File: src/design/tsr_pkg.sv
// ----------------------------------------------------------------------------
// tsr_pkg: time-slice task release scheduler package
// Function codes, task numbering, status codes, register indexes and defaults.
// ----------------------------------------------------------------------------
package tsr_pkg;

  localparam int TASK_COUNT_DEF = 8;

  localparam logic [7:0] LIMIT_100_RST = 8'd100;
  localparam logic [7:0] LIMIT_50_RST  = 8'd25;
  localparam logic [7:0] LIMIT_10_RST  = 8'd5;

  typedef enum logic [1:0] {
    FUNC_TICK     = 2'd0,
    FUNC_ACTIVATE = 2'd1,
    FUNC_COMPLETE = 2'd2
  } func_t;

  typedef enum logic [1:0] {
    STAT_INIT     = 2'd0,
    STAT_RUN      = 2'd1,
    STAT_OVERLOAD = 2'd2
  } status_t;

  typedef enum logic [1:0] {
    CFG_LIMIT_100 = 2'd0,
    CFG_LIMIT_50  = 2'd1,
    CFG_LIMIT_10  = 2'd2
  } cfg_idx_t;

  localparam logic [2:0] TID_1MS   = 3'd0;
  localparam logic [2:0] TID_2MSA  = 3'd1;
  localparam logic [2:0] TID_2MSB  = 3'd2;
  localparam logic [2:0] TID_10MS  = 3'd3;
  localparam logic [2:0] TID_50MS  = 3'd4;
  localparam logic [2:0] TID_100MS = 3'd5;

  localparam logic [7:0] SLICE_ODD  = 8'h01;
  localparam logic [7:0] SLICE_GRPA = 8'h02;

endpackage

File: src/design/time_slice_task_release_scheduler_top.sv
// ----------------------------------------------------------------------------
// time_slice_task_release_scheduler_top: cyclic executive task release
// Ticks advance the slice counter and release threads; activation and
// completion items update the ready, overrun and status state.
//
//   channel  handshake           payload
//   in       in_valid/in_stall   in_func, in_task_id
//   out      out_valid/out_stall out_thread_id, out_ready_mask,
//                                out_overload_mask, out_sched_status
//   cfg      cfg_valid/cfg_ready cfg_index, cfg_data
//
// One item per cycle unless the result is stalled; each item passes the input
// register, then the state update that loads the result. Reset clears the valid
// flags and scheduler state and loads default limits. A stalled result holds the
// state; the input register keeps accepting until it is full.
// ----------------------------------------------------------------------------
module time_slice_task_release_scheduler_top
  import tsr_pkg::*;
#(
  parameter int TASK_COUNT = TASK_COUNT_DEF
)
(
  input  logic       clk,
  input  logic       rst_n,
  input  logic       in_valid,
  output logic       in_stall,
  input  logic [1:0] in_func,
  input  logic [3:0] in_task_id,
  output logic       out_valid,
  input  logic       out_stall,
  output logic [2:0] out_thread_id,
  output logic [7:0] out_ready_mask,
  output logic [7:0] out_overload_mask,
  output logic [1:0] out_sched_status,
  input  logic       cfg_valid,
  output logic       cfg_ready,
  input  logic [1:0] cfg_index,
  input  logic [7:0] cfg_data
);

  localparam int IDW = $clog2(TASK_COUNT);

  logic             in_valid_r;
  logic [1:0]       func_r;
  logic [3:0]       id_r;
  logic             out_valid_r;
  logic             out_free;
  logic             proc;

  logic [7:0]       limit_100_r;
  logic [7:0]       limit_50_r;
  logic [7:0]       limit_10_r;

  logic [7:0]       slice_r;
  logic [7:0]       slice_nxt;
  logic [2:0]       thread_r;
  logic [2:0]       thread_nxt;
  logic [TASK_COUNT-1:0] ready_r;
  logic [TASK_COUNT-1:0] ready_nxt;
  logic [TASK_COUNT-1:0] over_r;
  logic [TASK_COUNT-1:0] over_nxt;
  logic [7:0]       stamp_r   [TASK_COUNT];
  logic [7:0]       stamp_nxt [TASK_COUNT];
  logic [1:0]       status_r;
  logic [1:0]       status_nxt;

  logic [7:0]       slice_inc;
  logic             tick;
  logic             sl_odd;
  logic             sl_grpa;
  logic             en_slow;
  logic             en_mid;
  logic             en_fast;
  logic             due_slow;
  logic             due_mid;
  logic             due_fast;
  logic             id_ok;
  logic [IDW-1:0]   idx;
  logic [15:0]      ready_ext;
  logic [15:0]      over_ext;

  assign out_free  = !out_valid_r || !out_stall;
  assign proc      = in_valid_r && out_free;
  assign in_stall  = in_valid_r && !out_free;
  assign cfg_ready = 1'b1;

  always_ff @(posedge clk) begin
    if (!rst_n) begin
      in_valid_r <= 1'b0;
    end else if (!in_stall) begin
      in_valid_r <= in_valid;
    end
  end

  always_ff @(posedge clk) begin
    if (in_valid && !in_stall) begin
      func_r <= in_func;
      id_r   <= in_task_id;
    end
  end

  always_ff @(posedge clk) begin
    if (!rst_n) begin
      out_valid_r <= 1'b0;
    end else if (out_free) begin
      out_valid_r <= in_valid_r;
    end
  end

  always_ff @(posedge clk) begin
    if (!rst_n) begin
      limit_100_r <= LIMIT_100_RST;
      limit_50_r  <= LIMIT_50_RST;
      limit_10_r  <= LIMIT_10_RST;
    end else if (cfg_valid && cfg_ready) begin
      case (cfg_index)
        CFG_LIMIT_100: limit_100_r <= cfg_data;
        CFG_LIMIT_50:  limit_50_r  <= cfg_data;
        CFG_LIMIT_10:  limit_10_r  <= cfg_data;
        default: ;
      endcase
    end
  end

  assign slice_inc = slice_r + 8'd1;
  assign tick      = proc && (func_r == FUNC_TICK);
  assign sl_odd    = (slice_inc & SLICE_ODD) == SLICE_ODD;
  assign sl_grpa   = !sl_odd && ((slice_inc & SLICE_GRPA) == SLICE_GRPA);
  assign en_slow   = tick && sl_odd;
  assign en_mid    = tick && sl_grpa;
  assign en_fast   = tick && !sl_odd && !sl_grpa;

  tsr_divider u_div_slow (
    .clk   (clk),
    .rst_n (rst_n),
    .en    (en_slow),
    .limit (limit_100_r),
    .due   (due_slow)
  );

  tsr_divider u_div_mid (
    .clk   (clk),
    .rst_n (rst_n),
    .en    (en_mid),
    .limit (limit_50_r),
    .due   (due_mid)
  );

  tsr_divider u_div_fast (
    .clk   (clk),
    .rst_n (rst_n),
    .en    (en_fast),
    .limit (limit_10_r),
    .due   (due_fast)
  );

  assign id_ok = ({1'b0, id_r} < 5'(TASK_COUNT));
  assign idx   = id_r[IDW-1:0];

  always_comb begin
    slice_nxt  = slice_r;
    thread_nxt = thread_r;
    ready_nxt  = ready_r;
    over_nxt   = over_r;
    status_nxt = status_r;
    stamp_nxt  = stamp_r;
    if (proc) begin
      case (func_r)
        FUNC_TICK: begin
          slice_nxt = slice_inc;
          if (sl_odd) begin
            ready_nxt[IDW'(TID_1MS)] = 1'b1;
            stamp_nxt[IDW'(TID_1MS)] = slice_inc;
            thread_nxt = TID_1MS;
            if (due_slow) begin
              ready_nxt[IDW'(TID_100MS)] = 1'b1;
              stamp_nxt[IDW'(TID_100MS)] = slice_inc;
              thread_nxt = TID_100MS;
            end
          end else if (sl_grpa) begin
            ready_nxt[IDW'(TID_2MSA)] = 1'b1;
            stamp_nxt[IDW'(TID_2MSA)] = slice_inc;
            thread_nxt = TID_2MSA;
            if (due_mid) begin
              ready_nxt[IDW'(TID_50MS)] = 1'b1;
              stamp_nxt[IDW'(TID_50MS)] = slice_inc;
              thread_nxt = TID_50MS;
            end
          end else begin
            ready_nxt[IDW'(TID_2MSB)] = 1'b1;
            stamp_nxt[IDW'(TID_2MSB)] = slice_inc;
            thread_nxt = TID_2MSB;
            if (due_fast) begin
              ready_nxt[IDW'(TID_10MS)] = 1'b1;
              stamp_nxt[IDW'(TID_10MS)] = slice_inc;
              thread_nxt = TID_10MS;
            end
          end
        end
        FUNC_ACTIVATE: begin
          if (id_ok) begin
            ready_nxt[idx] = 1'b1;
          end
        end
        FUNC_COMPLETE: begin
          if (id_ok && ready_r[idx]) begin
            ready_nxt[idx] = 1'b0;
            if (slice_r != stamp_r[idx]) begin
              over_nxt[idx] = 1'b1;
              status_nxt    = STAT_OVERLOAD;
            end else begin
              status_nxt    = STAT_RUN;
            end
          end
        end
        default: ;
      endcase
    end
  end

  always_ff @(posedge clk) begin
    if (!rst_n) begin
      slice_r  <= '0;
      thread_r <= TID_1MS;
      ready_r  <= '0;
      over_r   <= '0;
      status_r <= STAT_INIT;
      for (int i = 0; i < TASK_COUNT; i++) begin
        stamp_r[i] <= '0;
      end
    end else begin
      slice_r  <= slice_nxt;
      thread_r <= thread_nxt;
      ready_r  <= ready_nxt;
      over_r   <= over_nxt;
      status_r <= status_nxt;
      stamp_r  <= stamp_nxt;
    end
  end

  assign ready_ext = 16'(ready_r);
  assign over_ext  = 16'(over_r);

  assign out_valid         = out_valid_r;
  assign out_thread_id     = thread_r;
  assign out_ready_mask    = ready_ext[7:0];
  assign out_overload_mask = over_ext[7:0];
  assign out_sched_status  = status_r;

endmodule

File: src/design/tsr_divider.sv
// ----------------------------------------------------------------------------
// tsr_divider: slice divider
// Counts slices of one kind and flags when the slower thread is due.
// ----------------------------------------------------------------------------
module tsr_divider
  import tsr_pkg::*;
(
  input  logic       clk,
  input  logic       rst_n,
  input  logic       en,
  input  logic [7:0] limit,
  output logic       due
);

  logic [7:0] count_r;
  logic [7:0] count_inc;
  logic [7:0] count_nxt;

  assign count_inc = count_r + 8'd1;
  assign due       = (count_inc >= limit);

  always_comb begin
    count_nxt = count_r;
    if (en) begin
      count_nxt = due ? 8'd0 : count_inc;
    end
  end

  always_ff @(posedge clk) begin
    if (!rst_n) begin
      count_r <= '0;
    end else begin
      count_r <= count_nxt;
    end
  end

endmodule
File: config.mk
export PLATFORM = sky130hd
export DESIGN_NAME = time_slice_task_release_scheduler_top
export DESIGN_NICKNAME = d
export VERILOG_FILES = /design/src/design/tsr_pkg.sv /design/src/design/time_slice_task_release_scheduler_top.sv /design/src/design/tsr_divider.sv
export SDC_FILE = /design/constraint.sdc
export NUM_CORES = 1
export LEC_CHECK = 0
export ABC_AREA = 0
export BUFFER_PORTS_ARGS = -buffer_cell sky130_fd_sc_hd__buf_2
export CAP_MARGIN = 20
export CORE_MARGIN = 8
export CORE_UTILIZATION = 37
export CTS_CLUSTER_DIAMETER = 120
export DETAILED_ROUTE_END_ITERATION = 8
export SKIP_CTS_REPAIR_TIMING = 1
export SYNTH_ARGS = -nofsm -noshare
export SYNTH_HDL_FRONTEND = slang
export SYNTH_SLANG_ARGS = --single-unit
File: constraint.sdc
create_clock -name clk -period 3.2 [get_ports clk]
set_input_delay 0.64 -clock clk [delete_from_list [all_inputs] [get_ports clk]]
set_output_delay 0.64 -clock clk [all_outputs]
set_load 0.01 [all_outputs]
Word-level counts from Yosys, hierarchy flattened. Index checks and enable logic that the tools add are counted.

Flip-flop bits (word level): 129. Bits in latches: 0. RAM bits: 0. Memory bits (read-only): 0. Input bits: 21. Word-level logic and storage cells: 129. Memories kept: 0.

Add/sub/neg operators: 4. Multiply operators: 0. Div/mod/pow operators: 0. Magnitude comparators: 7. Equal/unequal tests: 14. Shift-type cells: 0. Multiplexer cells: 29. Bitwise operators: 7. Reductions and logical operators: 41.

Operators with widths (number): 8-bit 2-to-1 mux (7); 8-bit by 1-bit adder with 8-bit output (second input constant) (4); 8-bit binary-select mux with 3-bit select (1); 8-bit >= comparator (3); 4-bit AND reduction (5); 6-bit case mux with 3 select lines (1); 6-bit AND reduction (3); 8-bit bitwise OR (2); 5-bit AND reduction (3); 7-bit AND reduction (2); 3-bit 2-to-1 mux (4); 2-bit inequality test (second input constant) (6); 1-bit logical AND (11); 1-bit 2-to-1 mux (10); 8-bit bitwise AND (1); 8-bit inequality test (1); 8-bit inverter (1); 2-bit AND reduction (4); 1-bit zero test (6); 2-bit by 1-bit inequality test with 1-bit output (second input constant) (3); 3-bit AND reduction (2); 2-bit by 1-bit == test with 1-bit output (second input constant) (2); 2-bit == test (second input constant) (2); 4-bit >= comparator (second input constant) (1); 14 further kinds (17).

Depth between registers and ports, before layout. Gate-level depths: netlist of run 1.

Depth after elaboration: 8. Depth in mapped cells: 11.

By module. From an unflattened synthesis of run 1, not the netlist that was laid out.

Cells, all modules: 734. Area total of the unflattened synthesis: 6890.4 um2.

Modules (own cells, without submodules): time_slice_task_release_scheduler_top (instances 1, cells an instance 506, area an instance 4934.7 um2, sequential area each 2162.1 um2); tsr_divider (instances 3, cells an instance 76, area an instance 651.9 um2, sequential area each 160.2 um2).

Worst setup path before layout of run 1. OpenSTA, ideal clock, no wires.

Path type: register to register. Start: register u_div_slow.count_r[2]. End: register stamp_r[17] in the netlist's numbering. Library setup time: 86 ps. Arrival: 2608 ps. Required time: 3114 ps. Slack: 506 ps. Stages on the path, launching flop included: 10. Period minus slack after synthesis: 2694 ps. Cells stage by stage: dfxtp_1 > nand3_1 > or2_2 > or2_2 > xnor2_1 > ha_1 > a21oi_1 > a21boi_1 > nor2_1 > a211oi_1.

Word-level cells in the longest chain between the ends: 3.

RTL lines: start: declaration (line tsr_divider.sv:15) `logic [7:0] count_r;`; start signal: assignment (line tsr_divider.sv:33) `count_r <= count_nxt;`; 8-bit by 1-bit adder with 8-bit output (line tsr_divider.sv:19) `assign count_inc = count_r + 8'd1;`; 8-bit >= comparator (line tsr_divider.sv:20) `assign due = (count_inc >= limit);`; 4-bit AND reduction (no line); end signal: assignment (line time_slice_task_release_scheduler_top.sv:237) `stamp_r <= stamp_nxt;`; end: declaration (line time_slice_task_release_scheduler_top.sv:62) `logic [7:0] stamp_r [TASK_COUNT];`.

No other way between the ends. A chain may end at the register's enable or synchronous reset.

Final worst setup path of run 1.
Start: register u_div_slow.count_r[2]. End: register u_div_slow.count_r[5].

Word-level cells in the longest chain between the ends: 3.

RTL lines: 8-bit by 1-bit adder with 8-bit output (*) (line tsr_divider.sv:19); 8-bit >= comparator (line tsr_divider.sv:20); 8-bit 2-to-1 mux (*) (line tsr_divider.sv:25) `count_nxt = due ? 8'd0 : count_inc;`.

Mark *: on every way between the ends. The rest lies on a longest branch, timed or not.

==> qor.csv, run 1 <==
stage,metric,value,unit
clock_tree,clockRootBuffer,sky130_fd_sc_hd__clkbuf_16,
global_routing,met1_usage,0.193,
critical_path,critical_path_peak_fanout,5,
yosys,postSynth.asyncResetShare,0,
critical_path,worstSetupPathType,reg2reg,
yosys,synth_ff_type,sky130_fd_sc_hd__dfxtp_1,
critical_path,crit_path_end_kind,flip-flop,
die,floorplan.initialDensity,0.379,
die,die_h,152,um
yosys,synth_enable_flop_cells,6,
global_routing,antenna_violations_before_repair,0,
status,result_of_the_run,finished clean,
detailed_routing,detail_route.iter0.violations,385,
yosys,synth_top_cells_by_count,"sky130_fd_sc_hd__dfxtp_1, sky130_fd_sc_hd__nand2_1, sky130_fd_sc_hd__nor2_1",
clock_tree,cts-buffers-inserted,17,
sta,report.final.slew_viol_count,0,
critical_path,crit_arrival,3250,ps
critical_path,setup.worst_path.start_class,flip-flop,
sta,rsz0062_at_grt,no,
place,globalplace.congestion,0.793,
detailed_routing,drcViolationCount,0,
die,ioPinCount,45,
detailed_routing,route.detailed.vias_per_inst,5.34,
sta,final.setup.tns,0,ps
detailed_routing,drt_pass1_iterations,5,
global_routing,first_global_vias,5498,
yosys,yosys-top-cells-area,"sky130_fd_sc_hd__dfxtp_1, sky130_fd_sc_hd__ha_1, sky130_fd_sc_hd__a21oi_1, sky130_fd_sc_hd__nand2_1, sky130_fd_sc_hd__nor2_1",
flow_run,maxCapViolCount,0,
detailed_routing,postRouteWirelength,17.2,mm
global_routing,grt-busiest-layer,met2,
sta,timing.clock.skew,10.6,ps
global_routing,use_met2,0.239,
sta,final.min_clock_period,2900,ps
global_routing,gr-total-overflow,0,
sta,min_period_over_period,0.907,
sta,hold_viol,0,
place,dp_worst_setup_slack,320,ps
clock_tree,clock_sinks,129,
yosys,synthesis.nets,860,
detailed_routing,residual_antenna_violating_net_count_after_detailed_routing,0,
power,p_per_area,498,mW/mm2
clock_tree,clkLatencyLatePin,430,ps
power,irDropWorstVdd,0.000350,V
global_routing,grt_start_max_net_pins,59,
sta,report.final.setup_viol,0,
cells_and_area,design.final.nets,883,
power,power.static_leakage,3.01,nW
place,dp.final_hpwl,11.9,mm
yosys,yosysMostFrequentCell,sky130_fd_sc_hd__dfxtp_1,
global_routing,global_route.usage.total,0.150,
global_routing,grt_pass1_wl,28.7,mm
worst_hold_path,min_path_type,in2reg,
critical_path,regToRegSetupSlack,300,ps
yosys,syn_inst,806,
detailed_routing,num_vias,5717,
yosys,synth_top_cell_area_share,0.360,
die,rows,49,
yosys,synth.largest_area_cell,sky130_fd_sc_hd__dfxtp_1,
global_routing,met3_track_demand_over_resource_in_global_routing,0.0400,
die,die-area,0.0231,mm2
yosys,synth.yosys.seq_area_share,0.386,
cells_and_area,antenna_cells,0,
clock_tree,clock_tree_from_tritoncts,built,
yosys,yosys_warnings,0,
cells_and_area,flow.area_growth_from_synthesis,14.4,%
cells_and_area,final_layout_size_suffix_gt1_frac,0.131,
yosys,ys_ff_latch,129,
sta,worst-slew-pin-transition,790,ps
yosys,post_synth_num_cell_types,72,
yosys,avgSynthCellArea,8.50,um2
clock_tree,clkSlewWorstSetupHoldPaths,60,ps
critical_path,critPathRequiredTime,3550,ps
die,die_x,152,um
sta,slew-limit-headroom,0.473,
clock_tree,clockBufferDepth,2,
yosys,netlist_area,0.00685,mm2
die,core_region,0.0181,mm2
sta,max_freq,0.344,GHz
sta,setup_slack_after_layout,296,ps
clock_tree,cts_max_level,4,
detailed_routing,route.detailed.wl_per_inst,16.1,um
place,buffer_ports.inserted,43,
## critical path, cell delays in order (launching register included)
cell and delay [ps]:
sky130_fd_sc_hd__dfxtp_1 400, sky130_fd_sc_hd__nand3_1 180, sky130_fd_sc_hd__or2_2 370, sky130_fd_sc_hd__or2_2 310, sky130_fd_sc_hd__xnor2_1 180, sky130_fd_sc_hd__ha_1 290
sky130_fd_sc_hd__a21oi_1 300, sky130_fd_sc_hd__o211ai_1 270, sky130_fd_sc_hd__or4_1 440, sky130_fd_sc_hd__o21ai_0 90
## final cells by class
type                       count  area, um2
clock buffer                  22        464
clock inverter                10        134
fill                        1764      10200
inverter                      32        120
multi-input combinational    588       3800
sequential                   129       2640
tap                          229        287
timing repair buffer          61        388
## cells by family (layout without fill, tap and decap cells)
logic type               after synthesis  after routing  share of synthesized area
AO/OA/AOI/OAI                        209            209                      0.201
XOR/XNOR                              31             31                     0.0396
adder cells (fa/ha/maj)               33             33                     0.0603
buffers and inverters                 89            125                     0.0597
flip-flops                           129            129                      0.386
multiplexers                          34             34                     0.0555
other                                  1              1                   0.000548
AND/OR/NAND/NOR                      280            280                      0.197
## stage by stage
step	std cells	power (mW)	hold slack (ps)	utilization	instance area [um2]
2_1_floorplan	806	1.87	433	-	6850
3_3_place_gp	1039	1.95	446	0.400	7240
3_5_place_dp	1039	1.95	446	0.400	7240
4_1_cts	1071	3.94	369	0.433	7840
5_1_grt	1071	4.05	367	0.433	7840
6_report	1071	3.90	388	0.433	7840
## sequential cells by signal, summed over array words and instances, names as in the netlist, 2 cells and up, named ones only
signal,flops
stamp_r,44
limit_100_r,8
limit_10_r,8
limit_50_r,8
out_overload_mask,8
slice_r,8
u_div_fast.count_r,8
u_div_mid.count_r,8
u_div_slow.count_r,8
out_ready_mask,6
id_r,4
out_thread_id,3
func_r,2
out_sched_status,2
## placed cells by master, fill, tap and decap left out, types with 7 or more instances in the layout
cell                        Yosys  routed
sky130_fd_sc_hd__o22ai_1       14      14
sky130_fd_sc_hd__inv_1         31      31
sky130_fd_sc_hd__a21o_1        10      10
sky130_fd_sc_hd__mux2i_1       26      26
sky130_fd_sc_hd__or3_1         14      14
sky130_fd_sc_hd__nand3b_1       7       7
sky130_fd_sc_hd__nor2b_1       13      13
sky130_fd_sc_hd__clkbuf_16      0      17
sky130_fd_sc_hd__nand2_1       87      87
sky130_fd_sc_hd__nand4_1        7       7
sky130_fd_sc_hd__xor2_1        11      11
sky130_fd_sc_hd__a211oi_1      32      32
sky130_fd_sc_hd__dfxtp_1      123     123
sky130_fd_sc_hd__ha_1          33      33
sky130_fd_sc_hd__o211ai_1       7       7
sky130_fd_sc_hd__a311oi_1      14      14
sky130_fd_sc_hd__o21ai_0       20      20
sky130_fd_sc_hd__buf_4          6      15
sky130_fd_sc_hd__xnor2_1       20      20
sky130_fd_sc_hd__buf_2          6      43
sky130_fd_sc_hd__nor2_1        74      72
sky130_fd_sc_hd__nand3_1       29      29
sky130_fd_sc_hd__nor3_1         9       9
sky130_fd_sc_hd__a21oi_1       73      73
## final timing paths
path                    startpoint                     to  cells past startpoint
max          u_div_slow.count_r[2]  u_div_slow.count_r[5]                      9
min                  in_task_id[2]                id_r[2]                      1
max reg2reg  u_div_slow.count_r[2]  u_div_slow.count_r[5]                      9
min reg2reg   out_overload_mask[4]   out_overload_mask[4]                      2
## metal layers
metal  up-vias  part of all wire
met5         -                 0
met4         0             0.016
met3        27             0.040
met2       111              0.45
met1      2659              0.49
li1       2920                 -
## report_power, final
| part | switching, mW | internal [mW] |
|---|---|---|
| registers | 0.0225 | 1.65 |
| clock network | 0.724 | 1.26 |
| logic | 0.158 | 0.0884 |
| total | 0.905 | 2.99 |
(Power assumes the default switching activity.)
==> inputs of run 2 (changes only) <==
- SETUP_SLACK_MARGIN: default -> 0.3
==> qor.csv, run 2 (synthesis results as in run 1) <==
stage,metric,value,unit,change
power,seq_power_share,0.427,,about the same
critical_path,critPathRequiredTime,3490,ps,-60 ps
power,switchingPower,0.910,mW,+0.59%
die,floorplan.initialDensity,0.379,,unchanged
global_routing,antenna_violations_before_repair,0,,unchanged
critical_path,crit_arrival,3040,ps,-210 ps
sta,report.final.slew_viol_count,0,,unchanged
power,power.static_leakage,3.03,nW,+0.83%
clock_tree,clockBufferDepth,2,,unchanged
status,result_of_the_run,finished clean,,
cells_and_area,largest_reg_flops,44,,unchanged
cells_and_area,seqCellArea,0.00264,mm2,about the same
detailed_routing,detail_route.iter0.violations,418,,+8.6%
critical_path,timing.rr.end,out_overload_mask[0],,
cells_and_area,multi_input_comb_area,0.00383,mm2,+0.89%
global_routing,gr-total-overflow,0,,unchanged
cells_and_area,n_fill_cell,1759,,-0.28%
power,netSwitchingFraction,0.233,,+0.000888
die,ioPinCount,45,,unchanged
detailed_routing,drt_pass1_iterations,5,,unchanged
worst_hold_path,worst_hold_path.num_cells,1,,unchanged
critical_path,worstSetupPathType,reg2reg,,
detailed_routing,residual_antenna_violating_net_count_after_detailed_routing,0,,unchanged
die,die-area,0.0231,mm2,unchanged
critical_path,regToRegSetupSlack,450,ps,+150 ps
critical_path,crit_path_end_kind,flip-flop,,
power,p_per_area,494,mW/mm2,-0.78%
sta,max_freq,0.364,GHz,+5.6%
sta,final.min_clock_period,2750,ps,-153 ps
place,globalplace.congestion,0.793,,unchanged
critical_path,setup.worst_path.start_class,flip-flop,,
sta,worst-slew-pin-transition,809,ps,+19.1 ps
clock_tree,cts_max_level,4,,unchanged
place,buffer_ports.inserted,43,,unchanged
sta,final.setup.tns,0,ps,unchanged
detailed_routing,num_vias,5736,,+0.33%
die,die_h,152,um,unchanged
flow_run,maxCapViolCount,0,,unchanged
worst_hold_path,hold_path_endpoint,id_r[2],,
power,power.share.combinational,0.064,,about the same
cells_and_area,flow.area_growth_from_synthesis,15.6,%,
sta,worst_hold_slack,385,ps,-3.12 ps
die,rows,49,,unchanged
detailed_routing,postRouteWirelength,17.2,mm,-0.10%
global_routing,global_route.usage.total,0.150,,unchanged
global_routing,grt_pass1_wl,28.7,mm,unchanged
clock_tree,clock_sinks,129,,unchanged
critical_path,worstReg2RegStart,id_r[0],,
detailed_routing,route.detailed.vias_per_inst,5.34,,about the same
cells_and_area,antenna_cells,0,,unchanged
critical_path,timing.reg2reg.worst_path_depth,7,,-2
sta,min_period_over_period,0.860,,-0.0478
sta,timing.clock.skew,10.8,ps,+0.133 ps
clock_tree,clkLatencyLatePin,430,ps,about the same
power,irDropWorstVdd,0.000353,V,+0.98%
detailed_routing,route.detailed.wl_per_inst,16.0,um,-0.48%
critical_path,critical_path_peak_fanout,23,,+18
sta,rsz0062_at_grt,no,,
cells_and_area,most-common-layout-cells,"sky130_fd_sc_hd__dfxtp_1, sky130_fd_sc_hd__nand2_1, sky130_fd_sc_hd__nor2_1, sky130_fd_sc_hd__a21oi_1, sky130_fd_sc_hd__buf_2",,
sta,report.final.setup_viol,0,,unchanged
power,clock_power_share,0.509,,about the same
clock_tree,clockRootBuffer,sky130_fd_sc_hd__clkbuf_16,,
sta,hold_viol,0,,unchanged
place,dp.final_hpwl,11.9,mm,unchanged
cells_and_area,registers.top_by_ff_count,stamp_r,,
worst_hold_path,min_path_type,in2reg,,
cells_and_area,final_layout_size_suffix_gt1_frac,0.143,,+0.0124
cells_and_area,design.final.nets,887,,+0.45%
sta,slew-limit-headroom,0.460,,-0.0128
die,die_x,152,um,unchanged
power,cellInternalPower,3.00,mW,about the same
clock_tree,clock_tree_from_tritoncts,built,,
clock_tree,clkSlewWorstSetupHoldPaths,60,ps,about the same
clock_tree,cts-buffers-inserted,17,,unchanged
cells_and_area,mostFrequentLayoutCell,sky130_fd_sc_hd__dfxtp_1,,
global_routing,grt_start_max_net_pins,59,,unchanged
detailed_routing,drcViolationCount,0,,unchanged
worst_hold_path,hold_path_startpoint,in_task_id[2],,
global_routing,first_global_vias,5498,,unchanged
die,core_region,0.0181,mm2,unchanged
[run 2: worst max-delay path, stage by stage (launching register included)]
cell and delay, ps:
sky130_fd_sc_hd__edfxtp_1 610, sky130_fd_sc_hd__buf_12 230, sky130_fd_sc_hd__mux2_4 320, sky130_fd_sc_hd__a222oi_1 470, sky130_fd_sc_hd__xor2_1 220, sky130_fd_sc_hd__nand4_1 200
sky130_fd_sc_hd__nor2_2 370, sky130_fd_sc_hd__o311ai_0 180
[run 2: metrics by stage]
step / instance area, um2 / setup slack, ps / power, mW / instances / utilization
floorplan: 6850 / 506 / 1.87 / 806 / -
global placement: 7240 / 421 / 1.95 / 1039 / 0.400
detailed placement: 7240 / 320 / 1.95 / 1039 / 0.400
CTS: 7840 / 305 / 3.94 / 1071 / 0.433
global route: 7910 / 287 / 4.06 / 1075 / 0.438
finish: 7910 / 449 / 3.91 / 1075 / 0.438
[run 2: how the worst max path moves through the flow]
stage	from	slack [ps]	to	cells past startpoint
3_3_place_gp	u_div_slow.count_r[2]	420	u_div_slow.count_r[5]	9
5_1_grt	u_div_slow.count_r[0]	290	u_div_slow.count_r[0]	11
3_5_place_dp	u_div_fast.count_r[2]	320	u_div_fast.count_r[0]	10
6_report	id_r[0]	450	out_overload_mask[0]	7
4_1_cts	u_div_slow.count_r[2]	300	u_div_slow.count_r[5]	9
2_1_floorplan	u_div_slow.count_r[2]	510	stamp_r[17]	9
[run 2: power by group through the flow]
stage,sequential (mW),combinational [mW],clock [mW]
after floorplan,1.69,0.179,0
after global placement,1.70,0.244,0
after detailed placement,1.70,0.246,0
after CTS,1.67,0.247,2.03
after global routing,1.67,0.275,2.11
final,1.67,0.251,1.99
[run 2: per-layer routing]
layer,track usage,up-vias,routed length (um)
met4,0.0524,0,230
met2,0.239,103,7820
met1,0.193,2681,8480
li1,-,2931,-
met3,0.0400,21,693
met5,0,-,0
[run 2: layout make-up]
| type | count | area share |
|---|---|---|
| repair buffers | 65 | 0.0544 |
| well taps | 229 | 0.0362 |
| multi-input cells | 588 | 0.485 |
| clock buffers | 22 | 0.0587 |
| flip-flops and latches | 129 | 0.334 |
| clock inverters | 10 | 0.0169 |
| inverters | 32 | 0.0152 |
